### src/design/uart_multidrop_master_transfer_core_assert.svh
// Assertion macros for the multidrop UART master transfer core.
// Plain text macros only; no package or module dependencies.
`ifndef UART_MULTIDROP_MASTER_TRANSFER_CORE_ASSERT_SVH
`define UART_MULTIDROP_MASTER_TRANSFER_CORE_ASSERT_SVH

// same-cycle implication under synchronous active-low reset
`define UMT_ASSERT_IMP(lbl, clk, rst_n, ante, cons, msg) \
    lbl: assert property (@(posedge clk) disable iff (!rst_n) (ante) |-> (cons)) \
        else $error(msg);

// next-cycle implication under synchronous active-low reset
`define UMT_ASSERT_NXT(lbl, clk, rst_n, ante, cons, msg) \
    lbl: assert property (@(posedge clk) disable iff (!rst_n) (ante) |=> (cons)) \
        else $error(msg);

`endif

### src/design/umt_pkg.sv
// Shared types and constants for the multidrop UART master transfer core.
// No dependencies; imported by every module of the block except umt_ram.
`default_nettype none

package umt_pkg;

    localparam logic [1:0] CMD_LOAD  = 2'd0;
    localparam logic [1:0] CMD_START = 2'd1;
    localparam logic [1:0] CMD_RX    = 2'd2;

    localparam logic MODE_SEND = 1'b0;
    localparam logic MODE_RECV = 1'b1;

    localparam logic [7:0] RESET_BYTE = 8'hFF;
    localparam logic [7:0] NAK_BYTE   = 8'hFF;
    localparam logic [7:0] ACK_OK     = 8'h00;
    localparam logic [7:0] CODE_SEND  = 8'h01;
    localparam logic [7:0] CODE_RECV  = 8'h02;

    localparam int STAT_SEND   = 0;
    localparam int STAT_RECV   = 1;
    localparam int STAT_REJECT = 3;

    localparam int QUEUE_DEPTH = 2;

    typedef enum logic [2:0] {
        PH_IDLE,
        PH_ECHO,
        PH_STATUS,
        PH_ACK,
        PH_RECV
    } t_phase;

    typedef enum logic [2:0] {
        J_BYTE,
        J_RESET_CALL,
        J_BLOCK,
        J_DONE,
        J_DELIVER
    } t_job_kind;

    typedef struct packed {
        t_job_kind  kind;
        logic [7:0] tx_byte;
        logic       ninth;
    } t_job;

    typedef enum logic [2:0] {
        B_IDLE,
        B_RESET,
        B_SINGLE,
        B_DONE,
        B_STREAM,
        B_SUM
    } t_back_state;

    typedef struct packed {
        logic       tx_valid;
        logic [7:0] tx_byte;
        logic       tx_ninth_bit;
        logic       rx_valid;
        logic [7:0] rx_data;
        logic [3:0] rx_index;
        logic       done_res;
        logic       last;
    } t_result;

endpackage

`default_nettype wire

### src/design/umt_ram.sv
// Generic single-write, single-read RAM with registered read data.
// No dependencies.
`default_nettype none

module umt_ram #(
    parameter int WIDTH  = 8,
    parameter int DEPTH  = 16,
    parameter int ADDR_W = (DEPTH > 1) ? $clog2(DEPTH) : 1
) (
    input  wire logic              i_clk,
    input  wire logic              i_wr_en,
    input  wire logic [ADDR_W-1:0] i_wr_addr,
    input  wire logic [WIDTH-1:0]  i_wr_data,
    input  wire logic              i_rd_en,
    input  wire logic [ADDR_W-1:0] i_rd_addr,
    output logic      [WIDTH-1:0]  o_rd_data
);

    logic [WIDTH-1:0] r_mem [DEPTH];
    logic [WIDTH-1:0] r_rd_data;

    always_ff @(posedge i_clk) begin
        if (i_wr_en) begin
            r_mem[i_wr_addr] <= i_wr_data;
        end
        if (i_rd_en) begin
            r_rd_data <= r_mem[i_rd_addr];
        end
    end

    assign o_rd_data = r_rd_data;

endmodule

`default_nettype wire

### src/design/umt_queue.sv
// Short job queue between the front end and the back end.
// Depends on umt_pkg for the job type and depth.
`default_nettype none

module umt_queue
    import umt_pkg::*;
(
    input  wire logic i_clk,
    input  wire logic i_rst_n,
    input  wire logic i_push,
    input  wire t_job i_job,
    input  wire logic i_pop,
    output t_job      o_job,
    output logic      o_empty,
    output logic      o_full
);

    localparam int PW = (QUEUE_DEPTH > 1) ? $clog2(QUEUE_DEPTH) : 1;
    localparam int CW = $clog2(QUEUE_DEPTH + 1);

    t_job          r_q [QUEUE_DEPTH];
    logic [PW-1:0] r_wp;
    logic [PW-1:0] r_rp;
    logic [CW-1:0] r_count;

    assign o_job   = r_q[r_rp];
    assign o_empty = (r_count == '0);
    assign o_full  = (r_count == CW'(QUEUE_DEPTH));

    always_ff @(posedge i_clk) begin
        if (i_push) begin
            r_q[r_wp] <= i_job;
        end
    end

    always_ff @(posedge i_clk) begin
        if (!i_rst_n) begin
            r_wp    <= '0;
            r_rp    <= '0;
            r_count <= '0;
        end else begin
            if (i_push) begin
                r_wp <= r_wp + PW'(1);
            end
            if (i_pop) begin
                r_rp <= r_rp + PW'(1);
            end
            case ({i_push, i_pop})
                2'b10:   r_count <= r_count + CW'(1);
                2'b01:   r_count <= r_count - CW'(1);
                default: r_count <= r_count;
            endcase
        end
    end

endmodule

`default_nettype wire

### src/design/umt_front.sv
// Front end: accepts input transactions, tracks the call protocol phase,
// writes both block stores and queues output jobs. Depends on umt_pkg.
`default_nettype none

module umt_front
    import umt_pkg::*;
#(
    parameter int BLOCK_BYTES = 16,
    parameter int AW = (BLOCK_BYTES > 1) ? $clog2(BLOCK_BYTES) : 1
) (
    input  wire logic                   i_clk,
    input  wire logic                   i_rst_n,
    input  wire logic                   i_valid,
    output logic                        o_ready,
    input  wire logic [1:0]             i_command,
    input  wire logic [3:0]             i_load_index,
    input  wire logic [7:0]             i_load_byte,
    input  wire logic                   i_operation,
    input  wire logic [7:0]             i_expected_address,
    input  wire logic [7:0]             i_rx_byte,
    input  wire logic [7:0]             i_call_address,
    input  wire logic                   i_drained,
    input  wire logic                   i_q_full,
    output logic                        o_push,
    output t_job                        o_job,
    output logic                        o_send_we,
    output logic [AW-1:0]               o_send_addr,
    output logic [7:0]                  o_send_data,
    output logic                        o_recv_we,
    output logic [AW-1:0]               o_recv_addr,
    output logic [7:0]                  o_recv_data,
    output logic [BLOCK_BYTES-1:0]      o_send_valid
);

    localparam int CW = $clog2(BLOCK_BYTES + 1);

    t_phase                  r_phase;
    t_phase                  n_phase;
    logic                    r_mode;
    logic [7:0]              r_echo;
    logic [CW-1:0]           r_count;
    logic [7:0]              r_sum;
    logic [BLOCK_BYTES-1:0]  r_send_valid;

    logic accept;
    logic need_drain;
    logic push_c;
    logic send_we_c;
    logic recv_we_c;
    t_job job_c;

    logic load_in_range;
    logic echo_match;
    logic reject;
    logic go_send;
    logic go_recv;
    logic gathering;
    logic sum_match;

    assign load_in_range = ({28'd0, i_load_index} < 32'(BLOCK_BYTES));
    assign echo_match    = (i_rx_byte == r_echo);
    assign reject        = i_rx_byte[STAT_REJECT];
    assign go_send       = !reject && (r_mode == MODE_SEND) && i_rx_byte[STAT_SEND];
    assign go_recv       = !reject && (r_mode == MODE_RECV) && i_rx_byte[STAT_RECV];
    assign gathering     = (r_count < CW'(BLOCK_BYTES));
    assign sum_match     = (i_rx_byte == r_sum);

    // classify the waiting transaction
    always_comb begin
        need_drain = 1'b0;
        push_c     = 1'b0;
        send_we_c  = 1'b0;
        recv_we_c  = 1'b0;
        job_c      = '{kind: J_BYTE, tx_byte: '0, ninth: 1'b0};
        unique case (i_command)
            CMD_LOAD: begin
                need_drain = 1'b1;
                send_we_c  = load_in_range;
            end
            CMD_START: begin
                push_c = 1'b1;
                job_c  = '{kind: J_BYTE, tx_byte: i_call_address, ninth: 1'b1};
            end
            CMD_RX: begin
                unique case (r_phase)
                    PH_ECHO: begin
                        push_c = 1'b1;
                        if (echo_match) begin
                            job_c = '{kind: J_BYTE, ninth: 1'b0,
                                      tx_byte: (r_mode == MODE_RECV) ? CODE_RECV : CODE_SEND};
                        end else begin
                            job_c = '{kind: J_RESET_CALL, tx_byte: i_call_address,
                                      ninth: 1'b1};
                        end
                    end
                    PH_STATUS: begin
                        if (reject) begin
                            push_c = 1'b1;
                            job_c  = '{kind: J_RESET_CALL, tx_byte: i_call_address,
                                       ninth: 1'b1};
                        end else if (go_send) begin
                            push_c = 1'b1;
                            job_c  = '{kind: J_BLOCK, tx_byte: '0, ninth: 1'b0};
                        end else if (!go_recv) begin
                            push_c = 1'b1;
                            job_c  = '{kind: J_BYTE, tx_byte: i_call_address, ninth: 1'b1};
                        end
                    end
                    PH_ACK: begin
                        push_c = 1'b1;
                        if (i_rx_byte == ACK_OK) begin
                            job_c = '{kind: J_DONE, tx_byte: '0, ninth: 1'b0};
                        end else begin
                            job_c = '{kind: J_BLOCK, tx_byte: '0, ninth: 1'b0};
                        end
                    end
                    PH_RECV: begin
                        if (gathering) begin
                            need_drain = 1'b1;
                            recv_we_c  = 1'b1;
                        end else if (sum_match) begin
                            push_c = 1'b1;
                            job_c  = '{kind: J_DELIVER, tx_byte: '0, ninth: 1'b0};
                        end else begin
                            push_c = 1'b1;
                            job_c  = '{kind: J_BYTE, tx_byte: NAK_BYTE, ninth: 1'b0};
                        end
                    end
                    default: begin
                    end
                endcase
            end
            default: begin
            end
        endcase
    end

    // store writes wait until the back end has finished reading
    assign o_ready = need_drain ? i_drained : (push_c ? !i_q_full : 1'b1);
    assign accept  = i_valid && o_ready;

    assign o_push      = accept && push_c;
    assign o_job       = job_c;
    assign o_send_we   = accept && send_we_c;
    assign o_send_addr = AW'(i_load_index);
    assign o_send_data = i_load_byte;
    assign o_recv_we   = accept && recv_we_c;
    assign o_recv_addr = r_count[AW-1:0];
    assign o_recv_data = i_rx_byte;
    assign o_send_valid = r_send_valid;

    always_comb begin
        n_phase = r_phase;
        if (accept) begin
            unique case (i_command)
                CMD_START: n_phase = PH_ECHO;
                CMD_RX: begin
                    unique case (r_phase)
                        PH_ECHO: begin
                            if (echo_match) begin
                                n_phase = PH_STATUS;
                            end
                        end
                        PH_STATUS: begin
                            if (reject) begin
                                n_phase = PH_ECHO;
                            end else if (go_send) begin
                                n_phase = PH_ACK;
                            end else if (go_recv) begin
                                n_phase = PH_RECV;
                            end else begin
                                n_phase = PH_ECHO;
                            end
                        end
                        PH_ACK: begin
                            if (i_rx_byte == ACK_OK) begin
                                n_phase = PH_IDLE;
                            end
                        end
                        PH_RECV: begin
                            if (!gathering && sum_match) begin
                                n_phase = PH_IDLE;
                            end
                        end
                        default: n_phase = PH_IDLE;
                    endcase
                end
                default: n_phase = r_phase;
            endcase
        end
    end

    always_ff @(posedge i_clk) begin
        if (!i_rst_n) begin
            r_phase      <= PH_IDLE;
            r_mode       <= MODE_SEND;
            r_echo       <= '0;
            r_count      <= '0;
            r_sum        <= '0;
            r_send_valid <= '0;
        end else begin
            r_phase <= n_phase;
            if (o_send_we) begin
                r_send_valid[AW'(i_load_index)] <= 1'b1;
            end
            if (accept && (i_command == CMD_START)) begin
                r_mode <= i_operation;
                r_echo <= i_expected_address;
            end
            if (accept && (i_command == CMD_RX)) begin
                if ((r_phase == PH_STATUS) && go_recv) begin
                    r_count <= '0;
                    r_sum   <= '0;
                end else if (r_phase == PH_RECV) begin
                    if (gathering) begin
                        r_count <= r_count + CW'(1);
                        r_sum   <= r_sum + i_rx_byte;
                    end else begin
                        r_count <= '0;
                        r_sum   <= '0;
                    end
                end
            end
        end
    end

endmodule

`default_nettype wire

### src/design/umt_back.sv
// Back end: pops jobs and turns them into results, streaming block bytes
// from the stores one per cycle unless the output stalls. Depends on umt_pkg.
`default_nettype none

module umt_back
    import umt_pkg::*;
#(
    parameter int BLOCK_BYTES = 16,
    parameter int AW = (BLOCK_BYTES > 1) ? $clog2(BLOCK_BYTES) : 1
) (
    input  wire logic                   i_clk,
    input  wire logic                   i_rst_n,
    input  wire logic                   i_q_empty,
    input  wire t_job                   i_job,
    output logic                        o_pop,
    output logic                        o_idle,
    input  wire logic [BLOCK_BYTES-1:0] i_send_valid,
    input  wire logic [7:0]             i_send_data,
    input  wire logic [7:0]             i_recv_data,
    output logic                        o_rd_en,
    output logic [AW-1:0]               o_rd_addr,
    output logic                        o_out_valid,
    input  wire logic                   i_out_ready,
    output t_result                     o_res
);

    localparam int CW = $clog2(BLOCK_BYTES + 1);

    t_back_state   r_state;
    t_back_state   n_state;
    t_job          r_job;
    logic [CW-1:0] r_rd_idx;
    logic [AW-1:0] r_emit_addr;
    logic          r_rd_pend;
    logic [7:0]    r_sum;
    logic          r_out_valid;
    t_result       r_res;

    logic       out_ok;
    logic       more;
    logic       advance;
    logic       final_byte;
    logic       emit;
    logic       rd_en;
    logic       pop;
    logic [7:0] send_byte;
    t_result    n_res;

    assign out_ok     = !r_out_valid || i_out_ready;
    assign more       = (r_rd_idx < CW'(BLOCK_BYTES));
    assign advance    = !r_rd_pend || out_ok;
    assign final_byte = (r_emit_addr == AW'(BLOCK_BYTES - 1));
    // entries never loaded read as zero
    assign send_byte  = i_send_valid[r_emit_addr] ? i_send_data : '0;

    always_comb begin
        n_state = r_state;
        unique case (r_state) inside
            B_IDLE: begin
                if (!i_q_empty) begin
                    unique case (i_job.kind) inside
                        J_BYTE:             n_state = B_SINGLE;
                        J_RESET_CALL:       n_state = B_RESET;
                        J_DONE:             n_state = B_DONE;
                        J_BLOCK, J_DELIVER: n_state = B_STREAM;
                        default:            n_state = B_IDLE;
                    endcase
                end
            end
            B_RESET: begin
                if (out_ok) begin
                    n_state = B_SINGLE;
                end
            end
            B_SINGLE, B_DONE, B_SUM: begin
                if (out_ok) begin
                    n_state = B_IDLE;
                end
            end
            B_STREAM: begin
                if (r_rd_pend && out_ok && final_byte) begin
                    n_state = (r_job.kind == J_BLOCK) ? B_SUM : B_IDLE;
                end
            end
            default: n_state = B_IDLE;
        endcase
    end

    always_comb begin
        pop   = 1'b0;
        emit  = 1'b0;
        rd_en = 1'b0;
        n_res = '0;
        unique case (r_state)
            B_IDLE: pop = !i_q_empty;
            B_RESET: begin
                emit               = out_ok;
                n_res.tx_valid     = 1'b1;
                n_res.tx_byte      = RESET_BYTE;
                n_res.tx_ninth_bit = 1'b1;
            end
            B_SINGLE: begin
                emit               = out_ok;
                n_res.tx_valid     = 1'b1;
                n_res.tx_byte      = r_job.tx_byte;
                n_res.tx_ninth_bit = r_job.ninth;
                n_res.last         = 1'b1;
            end
            B_DONE: begin
                emit           = out_ok;
                n_res.done_res = 1'b1;
                n_res.last     = 1'b1;
            end
            B_STREAM: begin
                rd_en = advance && more;
                emit  = r_rd_pend && out_ok;
                if (r_job.kind == J_BLOCK) begin
                    n_res.tx_valid = 1'b1;
                    n_res.tx_byte  = send_byte;
                end else begin
                    // first delivered byte also carries the 0x00 answer
                    n_res.tx_valid = (r_emit_addr == '0);
                    n_res.tx_byte  = ACK_OK;
                    n_res.rx_valid = 1'b1;
                    n_res.rx_data  = i_recv_data;
                    n_res.rx_index = 4'(r_emit_addr);
                    n_res.done_res = final_byte;
                    n_res.last     = final_byte;
                end
            end
            B_SUM: begin
                emit           = out_ok;
                n_res.tx_valid = 1'b1;
                n_res.tx_byte  = r_sum;
                n_res.last     = 1'b1;
            end
            default: begin
            end
        endcase
    end

    always_ff @(posedge i_clk) begin
        if (emit) begin
            r_res <= n_res;
        end
        if (pop) begin
            r_job <= i_job;
        end
        if (rd_en) begin
            r_emit_addr <= r_rd_idx[AW-1:0];
        end
    end

    always_ff @(posedge i_clk) begin
        if (!i_rst_n) begin
            r_state     <= B_IDLE;
            r_out_valid <= 1'b0;
            r_rd_idx    <= '0;
            r_rd_pend   <= 1'b0;
            r_sum       <= '0;
        end else begin
            r_state <= n_state;
            if (emit) begin
                r_out_valid <= 1'b1;
            end else if (i_out_ready) begin
                r_out_valid <= 1'b0;
            end
            if (pop) begin
                r_rd_idx  <= '0;
                r_rd_pend <= 1'b0;
                r_sum     <= '0;
            end else if (r_state == B_STREAM) begin
                if (advance) begin
                    r_rd_pend <= more;
                end
                if (rd_en) begin
                    r_rd_idx <= r_rd_idx + CW'(1);
                end
                if (emit && (r_job.kind == J_BLOCK)) begin
                    r_sum <= r_sum + send_byte;
                end
            end
        end
    end

    assign o_pop       = pop;
    assign o_idle      = (r_state == B_IDLE);
    assign o_rd_en     = rd_en;
    assign o_rd_addr   = r_rd_idx[AW-1:0];
    assign o_out_valid = r_out_valid;
    assign o_res       = r_res;

endmodule

`default_nettype wire

### src/design/uart_multidrop_master_transfer_core.sv
// Master side of a nine-bit multidrop UART block transfer. Load
// transactions fill the transmit block; a start transaction calls the
// slave, and received-byte transactions drive the echo, status, acknowledge
// and receive phases. An input transaction that only queues output work
// is accepted while the queue (two jobs) is not full. Load transactions, and
// received data bytes while a block is being gathered, wait until the back
// end is idle and the queue is empty, since they write the block stores
// that the back end reads. With the back end free and the output not
// stalled, a single-byte job is popped and then registered as the result,
// and a reset call gives the reset byte before the call address; a block
// is popped, read from RAM, then gives one result per cycle: BLOCK_BYTES
// bytes and the sum in send mode, BLOCK_BYTES verified bytes in receive
// mode. Unloaded transmit entries read as zero through per-entry valid
// bits, so no clearing pass follows reset.
// Depends on umt_pkg, umt_ram, umt_queue, umt_front, umt_back.
`default_nettype none

`include "uart_multidrop_master_transfer_core_assert.svh"

module uart_multidrop_master_transfer_core
    import umt_pkg::*;
#(
    parameter int BLOCK_BYTES = 16
) (
    input  wire logic       i_clk,
    input  wire logic       i_rst_n,
    input  wire logic       i_cfg_wr_en,
    input  wire logic [7:0] i_cfg_wr_data,
    input  wire logic       i_in_valid,
    output logic            o_in_ready,
    input  wire logic [1:0] i_command,
    input  wire logic [3:0] i_load_index,
    input  wire logic [7:0] i_load_byte,
    input  wire logic       i_operation,
    input  wire logic [7:0] i_expected_address,
    input  wire logic [7:0] i_rx_byte,
    output logic            o_out_valid,
    input  wire logic       i_out_ready,
    output logic            o_tx_valid,
    output logic [7:0]      o_tx_byte,
    output logic            o_tx_ninth_bit,
    output logic            o_rx_valid,
    output logic [7:0]      o_rx_data,
    output logic [3:0]      o_rx_index,
    output logic            o_done_res,
    output logic            o_last
);

    localparam int AW = (BLOCK_BYTES > 1) ? $clog2(BLOCK_BYTES) : 1;

    logic [7:0]             r_call_address;

    logic                   q_push;
    logic                   q_pop;
    logic                   q_empty;
    logic                   q_full;
    t_job                   push_job;
    t_job                   head_job;
    logic                   back_idle;
    logic                   drained;

    logic                   send_we;
    logic [AW-1:0]          send_wr_addr;
    logic [7:0]             send_wr_data;
    logic                   recv_we;
    logic [AW-1:0]          recv_wr_addr;
    logic [7:0]             recv_wr_data;
    logic                   store_we;
    logic [BLOCK_BYTES-1:0] send_valid;
    logic                   rd_en;
    logic [AW-1:0]          rd_addr;
    logic [7:0]             send_rd_data;
    logic [7:0]             recv_rd_data;
    t_result                res;

    always_ff @(posedge i_clk) begin
        if (!i_rst_n) begin
            r_call_address <= 8'd2;
        end else if (i_cfg_wr_en) begin
            r_call_address <= i_cfg_wr_data;
        end
    end

    assign drained  = back_idle && q_empty;
    assign store_we = send_we || recv_we;

    umt_front #(
        .BLOCK_BYTES (BLOCK_BYTES)
    ) u_front (
        .i_clk              (i_clk),
        .i_rst_n            (i_rst_n),
        .i_valid            (i_in_valid),
        .o_ready            (o_in_ready),
        .i_command          (i_command),
        .i_load_index       (i_load_index),
        .i_load_byte        (i_load_byte),
        .i_operation        (i_operation),
        .i_expected_address (i_expected_address),
        .i_rx_byte          (i_rx_byte),
        .i_call_address     (r_call_address),
        .i_drained          (drained),
        .i_q_full           (q_full),
        .o_push             (q_push),
        .o_job              (push_job),
        .o_send_we          (send_we),
        .o_send_addr        (send_wr_addr),
        .o_send_data        (send_wr_data),
        .o_recv_we          (recv_we),
        .o_recv_addr        (recv_wr_addr),
        .o_recv_data        (recv_wr_data),
        .o_send_valid       (send_valid)
    );

    umt_queue u_queue (
        .i_clk   (i_clk),
        .i_rst_n (i_rst_n),
        .i_push  (q_push),
        .i_job   (push_job),
        .i_pop   (q_pop),
        .o_job   (head_job),
        .o_empty (q_empty),
        .o_full  (q_full)
    );

    umt_ram #(
        .WIDTH (8),
        .DEPTH (BLOCK_BYTES)
    ) u_send_ram (
        .i_clk     (i_clk),
        .i_wr_en   (send_we),
        .i_wr_addr (send_wr_addr),
        .i_wr_data (send_wr_data),
        .i_rd_en   (rd_en),
        .i_rd_addr (rd_addr),
        .o_rd_data (send_rd_data)
    );

    umt_ram #(
        .WIDTH (8),
        .DEPTH (BLOCK_BYTES)
    ) u_recv_ram (
        .i_clk     (i_clk),
        .i_wr_en   (recv_we),
        .i_wr_addr (recv_wr_addr),
        .i_wr_data (recv_wr_data),
        .i_rd_en   (rd_en),
        .i_rd_addr (rd_addr),
        .o_rd_data (recv_rd_data)
    );

    umt_back #(
        .BLOCK_BYTES (BLOCK_BYTES)
    ) u_back (
        .i_clk        (i_clk),
        .i_rst_n      (i_rst_n),
        .i_q_empty    (q_empty),
        .i_job        (head_job),
        .o_pop        (q_pop),
        .o_idle       (back_idle),
        .i_send_valid (send_valid),
        .i_send_data  (send_rd_data),
        .i_recv_data  (recv_rd_data),
        .o_rd_en      (rd_en),
        .o_rd_addr    (rd_addr),
        .o_out_valid  (o_out_valid),
        .i_out_ready  (i_out_ready),
        .o_res        (res)
    );

    assign o_tx_valid     = res.tx_valid;
    assign o_tx_byte      = res.tx_byte;
    assign o_tx_ninth_bit = res.tx_ninth_bit;
    assign o_rx_valid     = res.rx_valid;
    assign o_rx_data      = res.rx_data;
    assign o_rx_index     = res.rx_index;
    assign o_done_res     = res.done_res;
    assign o_last         = res.last;

    `UMT_ASSERT_IMP(a_queue_no_overflow, i_clk, i_rst_n, q_push, !q_full, "job queue overflow")
    `UMT_ASSERT_IMP(a_queue_no_underflow, i_clk, i_rst_n, q_pop, !q_empty, "job queue underflow")
    `UMT_ASSERT_IMP(a_store_drained, i_clk, i_rst_n, store_we, drained, "store written while busy")
    `UMT_ASSERT_NXT(a_read_in_stream, i_clk, i_rst_n, rd_en, !back_idle, "read outside a stream")

endmodule

`default_nettype wire

### config.mk
export PLATFORM = sky130hd
export DESIGN_NAME = uart_multidrop_master_transfer_core
export DESIGN_NICKNAME = d
export VERILOG_FILES = /design/src/design/umt_pkg.sv /design/src/design/umt_ram.sv /design/src/design/umt_queue.sv /design/src/design/umt_front.sv /design/src/design/umt_back.sv /design/src/design/uart_multidrop_master_transfer_core.sv
export VERILOG_INCLUDE_DIRS = /design/src /design/src/design
export SDC_FILE = /design/constraint.sdc
export NUM_CORES = 1
export LEC_CHECK = 0
export BUFFER_PORTS_ARGS = -buffer_cell sky130_fd_sc_hd__buf_2
export CAP_MARGIN = 30
export CORE_MARGIN = 8
export CORE_UTILIZATION = 47
export CTS_CLUSTER_SIZE = 40
export DETAILED_ROUTE_END_ITERATION = 8
export PLACE_DENSITY = 0.65
export SYNTH_ARGS = -nofsm -noshare
export SYNTH_HDL_FRONTEND = slang
export SYNTH_HIERARCHICAL = 1
export SYNTH_SLANG_ARGS = --single-unit
### constraint.sdc
create_clock -name i_clk -period 3.8 [get_ports i_clk]
set_input_delay 0.19 -clock i_clk [delete_from_list [all_inputs] [get_ports i_clk]]
set_output_delay 0.19 -clock i_clk [all_outputs]
set_load 0.02 [all_outputs]
# Word-level counts from Yosys, hierarchy flattened
# Memories as Yosys holds them, arrays and structs flattened. A register that Yosys moved wholly into a read port is not among the register bits.
# Cells that the tools add are included.
[word_totals]
register_bits = 112
ram_bits = 280
elab_cells = 193
memories = 3
inputBits = 44
[memory_table]
columns = ["name", "depth", "word_bits", "read_ports", "rd_clocked_by_memory_dff", "write_ports", "line", "source"]
rows = [
  ["u_recv_ram.r_mem", 16, 8, 1, 1, 1, "umt_ram.sv:19", "logic [WIDTH-1:0] r_mem [DEPTH];"],
  ["u_send_ram.r_mem", 16, 8, 1, 1, 1, "umt_ram.sv:19", ""],
  ["u_queue.r_q", 2, 12, 1, 1, 1, "umt_queue.sv:21", "t_job r_q [QUEUE_DEPTH];"],
]
[op_classes]
n_reduce_logical = 48
add_sub_neg = 8
magnitude_cmp = 5
n_bitwise = 4
n_mux = 69
n_eq_ne = 29
[ops]
columns = ["cell", "count"]
rows = [
  ["12-bit 2-to-1 mux", 4],
  ["12-bit one-hot mux with 4 select lines", 1],
  ["3-bit one-hot mux with 4 select lines", 3],
  ["9-bit one-hot mux with 4 select lines", 1],
  ["3-bit 2-to-1 mux", 11],
  ["8-bit 2-to-1 mux", 4],
  ["1-bit 2-to-1 mux", 24],
  ["12-bit one-hot mux with 2 select lines", 1],
  ["3-bit by 2-bit equality test with 1-bit output, second input constant", 7],
  ["10-bit 2-to-1 mux", 2],
  ["1-bit logical AND", 18],
  ["9-bit 2-to-1 mux", 2],
  ["8-bit adder", 2],
  ["8-bit equality test", 2],
  ["16-bit bitwise OR", 1],
  ["15-bit 2-to-1 mux", 1],
  ["5-bit 2-to-1 mux", 3],
  ["3-bit equality test, second input constant", 4],
  ["1-bit one-hot mux with 2 select lines", 6],
  ["5-bit by 1-bit adder with 5-bit output, second input constant", 2],
  ["4-bit by 5-bit less-than comparator with 1-bit output, second input constant", 2],
  ["5-bit less-than comparator, second input constant", 2],
  ["3-bit by 1-bit equality test with 1-bit output, second input constant", 3],
  ["3-bit by 2-bit inequality test with 1-bit output, second input constant", 3],
  ["29 further kinds", 54],
]

# Logic depth before layout (Yosys ltp)
# Gate-level depths: netlist of run 1.
[logic_depth]
word_depth = 14
depth_mapped = 18

# Cells and area by module
# Netlist of run 1, hierarchy kept.
[modules_own_cells]
columns = ["mod", "seq_area_each_um2", "n_inst", "cells_per_inst", "area_each_um2"]
rows = [
  ["umt_ram", 4083.9, 2, 229, 5227.5],
  ["umt_back", 1591.5, 1, 282, 3021.6],
  ["umt_front", 820.8, 1, 337, 2731.4],
  ["umt_queue", 820.8, 1, 59, 1077.3],
  ["uart_multidrop_master_transfer_core", 160.2, 1, 26, 305.3],
]

# Worst setup path after synthesis of run 1
# Ideal clock, no wire load.
[synth_timing]
path_type = "flip-flop to flip-flop"
start = "register u_back.r_emit_addr[1]"
end = "register u_back.r_sum[7]"
period_less_slack_ps = 3934
t_arrival_ps = 3810
stages_incl_launch_ff = 16
n_path_buf = 3
setup_slack_ps = -134
path_cell_list = "edfxtp_1 buf_6 mux4_1 mux4_2 buf_6 buf_2 nand2_1 inv_1 ha_1 a211oi_1 nor2_1 maj3_1 o211ai_1 a32oi_1 mux2i_1 mux2_1"
[synth_via]
elab_chain_cells = 4
[synth_lines]
columns = ["item", "line", "source"]
rows = [
  ["start, declared", "umt_back.sv:33", "logic [AW-1:0] r_emit_addr;"],
  ["start signal, assigned", "umt_back.sv:150", "r_emit_addr <= r_rd_idx[AW-1:0];"],
  ["1-bit binary-select mux with 4-bit select", "umt_back.sv:54", "assign send_byte = i_send_valid[r_emit_addr] ? i_send_data : '0;"],
  ["1-bit 2-to-1 mux (not written as such)", "umt_back.sv:54", ""],
  ["8-bit 2-to-1 mux", "umt_back.sv:54", ""],
  ["8-bit adder", "umt_back.sv:180", "r_sum <= r_sum + send_byte;"],
  ["end signal, assigned", "umt_back.sv:180", ""],
  ["end, declared", "umt_back.sv:35", "logic [7:0] r_sum;"],
]
# No other way between the ends. The select of a mux whose other input is x is not followed.
# A chain may end at the register's enable or synchronous reset.

# Worst setup path after layout of run 1
# Same ends and word-level chain as after synthesis.

==> metrics, run 1 <==
status=complete, no violations; MaxCap Viol Count=0; Setup CP Type=reg -> reg; worst hold endpoint=u_send_ram/r_mem[0][3]; Post-synth EDFFs=337; Total Wirelength=~37 mm; Clock Power Share=0.380; Worst EP required=between 4 and 5 ns; final worst path period need=~3.6 ns; top cells by count, synth=edfxtp_1 (337), nor2_1 (77), dfxtp_1 (72); Pre-antenna DRT Iters=5; DP HPWL=around 24 mm; crit-path cells=buf_6 > mux4_2 > mux4_2 > nand2_2 > inv_1 > ha_4 > a211oi_4 > nor2_2 > maj3_1 > o211ai_1 > a32oi_1 > mux2i_1 > mux2_1; Yosys top cell area share=0.575; fin crit share=0.953; Setup Viol. Count Final=0; Crit path top cell by count=mux4_2; pin count of the biggest net entering global routing=72; Critical R2R Launch=u_back/r_emit_addr[1]; Synth Cell Area=around 18000 um^2; Yosys cell types=between 70 and 80; Comb pwr share=0.142; yosys warns=6; Mapped Cells=1162; Crit. End Element=flop; register bit total from synthesis=around 400; root buffer cell=clkbuf_16; CTS buffer count=44; Lkg Pwr=around 7 nW; Pins Over Slew Limit=0; io pins=between 70 and 80; Clk pin slew, worst setup/hold paths=approximately 0.060 ns; clk_skew=0.0117 ns; GR Util All Layers=0.171; vias in the first global route=10200; Max IR drop VDD=between 0.5 and 0.6 mV; total power draw=11.2 mW; unrepaired setup endpoints after global routing=no; fill count=a little under 3000; H-tree lvl count=2; nets@finish=1337; die area=43900 um^2; GP Congestion=about 0.90; final core utilization=0.542; Std-Cell Rows=approximately 70; CP Data Arrival Time=around 4.1 ns; syn_area_per_cell=between 15 and 20 um^2; worst skew pair latency=around 0.56 ns; Switching Fraction=0.247; drt drc=0; Hold Path Depth=1; most frequent cell after synthesis=edfxtp_1; FFs w/ async S/R, synth=0; Setup TNS=0 ns; Final ANT Viol Nets=0; Hold Fails Final Rpt=0; layout cells sized above 1=0.210; via count=roughly 10000; Worst R2R Path Depth=13; first-pass GRT wire length=58.3 mm; initial antenna violation count=0; Initial Util=0.473; max incr delay on CP=between 0.5 and 0.6 ns; Main synth FF type=edfxtp_1; Max-slew headroom=0.456; sequential area share after synthesis=0.657; core area=roughly 37000 um^2; ranking of synthesized cells by area=edfxtp_1 (58%), dfxtp_1 (8.2%), mux4_2 (5.0%); flop2flop setup slack=0.18 ns; min-delay src=i_load_byte[3]; Max FO, Critical Path=6; die width=roughly 210 um; Clock Path Buffers=3; Flop pwr share=0.477; worst slew pin tran=0.815 ns; Critical Path Slowest Stage Cell=mux4_2; largest area contributor in the netlist=edfxtp_1; clk sinks=between 400 and 500; total grt overflow=0; Starting DRT DRC Count=between 800 and 900; Power Dens Cells=between 500 and 600 nW/um^2; PortBufs=70; Vias/cell=about 5.6; Highest Clock Rate=between 0.2 and 0.3 GHz; r2r endpoint=u_back/r_sum[7]; Psw=approximately 2.8 mW; P&R area growth vs syn=14.6%; TritonCTS clock tree=yes; Startpoint Class=flop; die height=209 um; Pint=8.41 mW; DR WL/cell=21.0 um; Hold Path Class=in -> reg; Syn Nets=~1200
-- metrics by stage --
stage | hold WS (ns) | worst slack (ns) | std cells | instance area, um^2
global route | 0.00577 | 0.0221 | 1783 | 20200
CTS | 0.00183 | 0.0630 | 1782 | 20100
floorplan | 0.252 | 0.000223 | 1162 | 17600
global placement | 0.406 | 0.0263 | 1680 | 18400
finish | 0.0382 | 0.179 | 1784 | 20200
detailed placement | 0.415 | -0.0826 | 1681 | 18400
-- repair_timing --
item,in CTS,in global routing
gates resized for setup,0,14
pin swaps,0,6
setup buffers,2,0
hold buffers,18,0
endpoints found under the hold margin,20,0
setup endpoints to repair,2,3
-- power groups by stage --
| stage | clock network [mW] | logic, mW | registers [mW] |
|---|---|---|---|
| 2_1_floorplan | 0 | 1.17 | 5.38 |
| 3_3_place_gp | 0 | 1.54 | 5.43 |
| 3_5_place_dp | 0 | 1.57 | 5.43 |
| 4_1_cts | 4.35 | 1.61 | 5.33 |
| 5_1_grt | 4.52 | 1.73 | 5.36 |
| 6_report | 4.25 | 1.59 | 5.33 |
-- worst max-delay path: cells and delay by family (launching register included) --
family / cells / cell delay, ns
multiplexers: 4 / 1.56
AO/OA/AOI/OAI: 3 / 0.61
adder cells (fa/ha/maj): 2 / 0.57
flip-flops: 1 / 0.37
buffers and inverters: 2 / 0.20
AND/OR/NAND/NOR: 2 / 0.20
-- routing by layer --
layer  wire length [um]  up-vias  global-route usage
li1                   -     4699                   -
met5                  0        -                   0
met4                654        0              0.0389
met3               1830       53              0.0319
met2              18500      230               0.288
met1              16400     4968               0.228
-- worst max path at each step --
| stage | startpoint | to | cells past startpoint |
|---|---|---|---|
| after floorplan | u_back/r_emit_addr[1] | u_back/r_sum[7] | 15 |
| after global placement | u_back/r_emit_addr[1] | u_back/r_sum[7] | 12 |
| after detailed placement | u_back/r_emit_addr[1] | u_back/r_sum[6] | 12 |
| after CTS | u_back/r_emit_addr[1] | u_back/r_sum[6] | 13 |
| after global routing | u_back/r_emit_addr[1] | u_back/r_sum[6] | 13 |
| final | u_back/r_emit_addr[1] | u_back/r_sum[7] | 13 |
-- cell families after synthesis --
group / after synthesis / share of synthesized area
AO/OA/AOI/OAI: 183 / 0.0701
XOR/XNOR: 26 / 0.0129
multiplexers: 102 / 0.114
AND/OR/NAND/NOR: 306 / 0.0911
adder cells (fa/ha/maj): 21 / 0.0155
flip-flops: 409 / 0.657
buffers and inverters: 115 / 0.0387
-- cell type report --
| class | count | area, um^2 | share of cell area |
|---|---|---|---|
| Clock inverter | 23 | 260 | 0.0129 |
| Multi-Input combinational cell | 638 | 5430 | 0.270 |
| Antenna cell | 1 | 2.50 | 0.000124 |
| Inverter | 34 | 128 | 0.00633 |
| Tap cell | 474 | 593 | 0.0294 |
| Clock buffer | 58 | 1180 | 0.0588 |
| Sequential cell | 409 | 11600 | 0.574 |
| Timing Repair Buffer | 147 | 990 | 0.0491 |
-- placed cells by master, fill, tap and decap left out, types with 24 or more instances in the layout --
| cell type | n |
|---|---|
| nor2_1 | 76 |
| mux4_1 | 28 |
| buf_4 | 56 |
| clkbuf_16 | 45 |
| a22oi_1 | 33 |
| nand2_1 | 67 |
| buf_2 | 70 |
| o21ai_0 | 24 |
| mux4_2 | 41 |
| inv_1 | 34 |
| dfxtp_1 | 70 |
| edfxtp_1 | 337 |
| a21oi_1 | 36 |
| nand3_1 | 26 |
| nor2b_1 | 28 |
-- registers in the layout (all words and copies together) (netlist names), 5 cells and up, named ones only --
name / count
r_call_address: 8
u_front/r_echo: 8
u_back/r_job: 12
u_send_ram/r_mem: 128
u_back/r_rd_idx: 5
u_front/r_count: 5
u_front/o_send_valid: 16
u_recv_ram/o_rd_data: 8
u_queue/r_q: 24
u_recv_ram/r_mem: 128
u_back/r_sum: 8
u_send_ram/o_rd_data: 8
u_back/o_res: 25
u_front/r_sum: 8
Note: power is estimated with default switching activity, not from simulation.
==> run 2: changes to the inputs <==
BUFFER_PORTS_ARGS = default   (was -buffer_cell sky130_fd_sc_hd__buf_2)
DONT_BUFFER_PORTS = 1   (was default)
PLACE_DENSITY = 0.61   (was 0.65)
clock period = 3.9 ns   (was 3.8 ns; I/O delays follow)
==> run 2 against run 1 <==
  * Sequential share of layout area up 0.21 points
  * Design area down 0.37%
  * Hold slack better by 0.0011 ns
  * Register-to-register slack worse by 0.06 ns
  * Critical endpoint unchanged
  * Fmax down 4.2%
  * Critical path type unchanged
==> metrics, run 2 (synthesized netlist as in run 1, its figures left out) <==
status=complete, no violations; layout cells sized above 1=0.149 (-0.0607); H-tree lvl count=2 (unchanged); fin crit share=0.969 (+0.0166); Initial Util=0.473 (unchanged); Max FO, Critical Path=6 (unchanged); drt drc=0 (unchanged); Max IR drop VDD=0.556 mV (+8.0%); Highest Clock Rate=0.264 GHz (-4.2%); P&R area growth vs syn=14.2%; clk_skew=0.0302 ns (+0.0185 ns); MaxCap Viol Count=0 (unchanged); vias in the first global route=9771 (-4.0%); GR Util All Layers=0.168 (-0.00307); die height=209 um (unchanged); nets@finish=1291 (-3.4%); DR WL/cell=21.4 um (+1.9%); CTS buffer count=45 (+2.3%); root buffer cell=clkbuf_16; final hold slack=0.0393 ns (+0.00108 ns); total grt overflow=0 (unchanged); Starting DRT DRC Count=569 (-33%); GP Congestion=0.858 (-4.5%); Vias/cell=5.64 (+1.1%); worst skew pair latency=0.57 ns (about the same); Worst R2R Path Depth=13 (unchanged); first-pass GRT wire length=56.9 mm (-2.3%); die width=209 um (unchanged); io pins=71 (unchanged); CP startpoint=u_back/r_emit_addr[1]; DP HPWL=23.5 mm (-2.3%); initial antenna violation count=0 (unchanged); CP Data Arrival Time=4.22 ns (+0.16 ns); most frequent cells in the layout=edfxtp_1 (337), nor2_1 (75), dfxtp_1 (70), nand2_1 (67), dlygate4sd3_1 (49); die area=43900 um^2 (unchanged); Total Wirelength=37.2 mm (-0.71%); Setup TNS=0 ns (unchanged); Lkg Pwr=6.67 nW (-2.3%); Hold Fails Final Rpt=0 (unchanged); crit path capture=u_back/r_sum[7]; Max-slew headroom=0.424 (-0.0317); Setup Viol. Count Final=0 (unchanged); fill count=2975 (+1.0%); Worst EP required=4.34 ns (+0.10 ns); Clock Path Buffers=3 (unchanged); clk sinks=409 (unchanged); core area=37200 um^2 (unchanged); pin count of the biggest net entering global routing=73 (+1.4%); PortBufs=0 (-100%); Pre-antenna DRT Iters=5 (unchanged); r2r endpoint=u_back/r_sum[7]; Pins Over Slew Limit=0 (unchanged); Setup CP Type=reg -> reg; Critical R2R Launch=u_back/r_emit_addr[1]; commonest non-fill, non-tap cell in the layout=edfxtp_1; final core utilization=0.540 (-0.00198); Multi-input gate area=5410 um^2 (-0.48%); Final ANT Viol Nets=0 (unchanged); Power Dens Cells=539 nW/um^2 (-2.7%); Seq. cell area=11600 um^2 (unchanged); flop2flop setup slack=0.12 ns (-0.06 ns); Crit. End Element=flop; TritonCTS clock tree=yes; worst slew pin tran=0.861 ns (+0.0460 ns); Clk pin slew, worst setup/hold paths=0.06 ns (about the same); diode count=0 (-1); via count=9807 (-1.4%); final worst path period need=3.78 ns (+0.160 ns); Startpoint Class=flop; Hold Path Class=in -> reg; Std-Cell Rows=71 (unchanged)
run 2: cell types whose count changed in the layout (fill, tap and decap cells not counted), moves of 4 or more:
cell and change:
clkbuf_8 +4, dlygate4sd3_1 +31, clkinv_2 -6, buf_2 -69, buf_4 -9, clkinv_1 +7
run 2: worst min-delay path by stage:
stage | start | end | slack (ns) | depth (start not counted)
finish | i_load_index[3] | u_front/o_send_valid[5] | 0.04 | 3
global route | i_out_ready | u_back/r_state[1] | 0.04 | 2
CTS | i_rx_byte[0] | u_front/r_phase[1] | 0.004 | 3
detailed placement | i_rst_n | r_call_address[1] | 0.27 | 1
global placement | i_rst_n | r_call_address[1] | 0.26 | 1
floorplan | i_rst_n | r_call_address[1] | 0.26 | 1
run 2: critical path, cell delays in order, from the launching register on:
cell and delay [ns]:
edfxtp_1 0.47, buf_4 0.16, mux4_2 0.47, mux4_2 0.53
nand2_1 0.11, inv_1 0.05, ha_1 0.27, a211oi_4 0.32
nor4_2 0.11, nor4_1 0.40, and2_1 0.18, a32oi_1 0.06
mux2i_1 0.20, mux2_1 0.34
run 2: cell type report:
cell class | count | area share
Sequential cell | 409 | 0.576
Multi-Input combinational cell | 638 | 0.269
Tap cell | 474 | 0.0295
Clock buffer | 63 | 0.0630
Clock inverter | 21 | 0.0104
Timing Repair Buffer | 100 | 0.0456
Inverter | 34 | 0.00635
run 2: routing by layer:
layer | routed length, um | up-vias | GRT usage
met2 | 18600 | 184 | 0.283
met3 | 1670 | 53 | 0.0337
met1 | 16300 | 4951 | 0.220
li1 | - | 4619 | -
met4 | 672 | 0 | 0.0433
met5 | 0 | - | 0
run 2: what timing repair did:
item	in CTS	in global routing
hold buffers	50	0
gates resized for setup	0	9
buffers inserted	0	4
endpoints found under the setup margin	0	3
hold endpoints to repair	335	0
run 2: metrics by stage:
| step | instances | worst slack, ns | power, mW | instance area [um^2] |
|---|---|---|---|---|
| 6_report | 1739 | 0.119 | 10.8 | 20100 |
| 5_1_grt | 1739 | -0.0201 | 11.2 | 20100 |
| 4_1_cts | 1735 | 0.0261 | 10.9 | 20000 |
| 3_5_place_dp | 1601 | 0.0426 | 6.67 | 18000 |
| 3_3_place_gp | 1600 | 0.0912 | 6.66 | 18000 |
| 2_1_floorplan | 1162 | 0.0655 | 6.39 | 17600 |
run 2: where the power goes:
part / switching, mW / total, mW / internal [mW]
Sequential: 0.319 / 5.34 / 5.02
Clock: 1.67 / 4.14 / 2.48
Combinational: 0.676 / 1.34 / 0.665
Total: 2.66 / 10.8 / 8.16
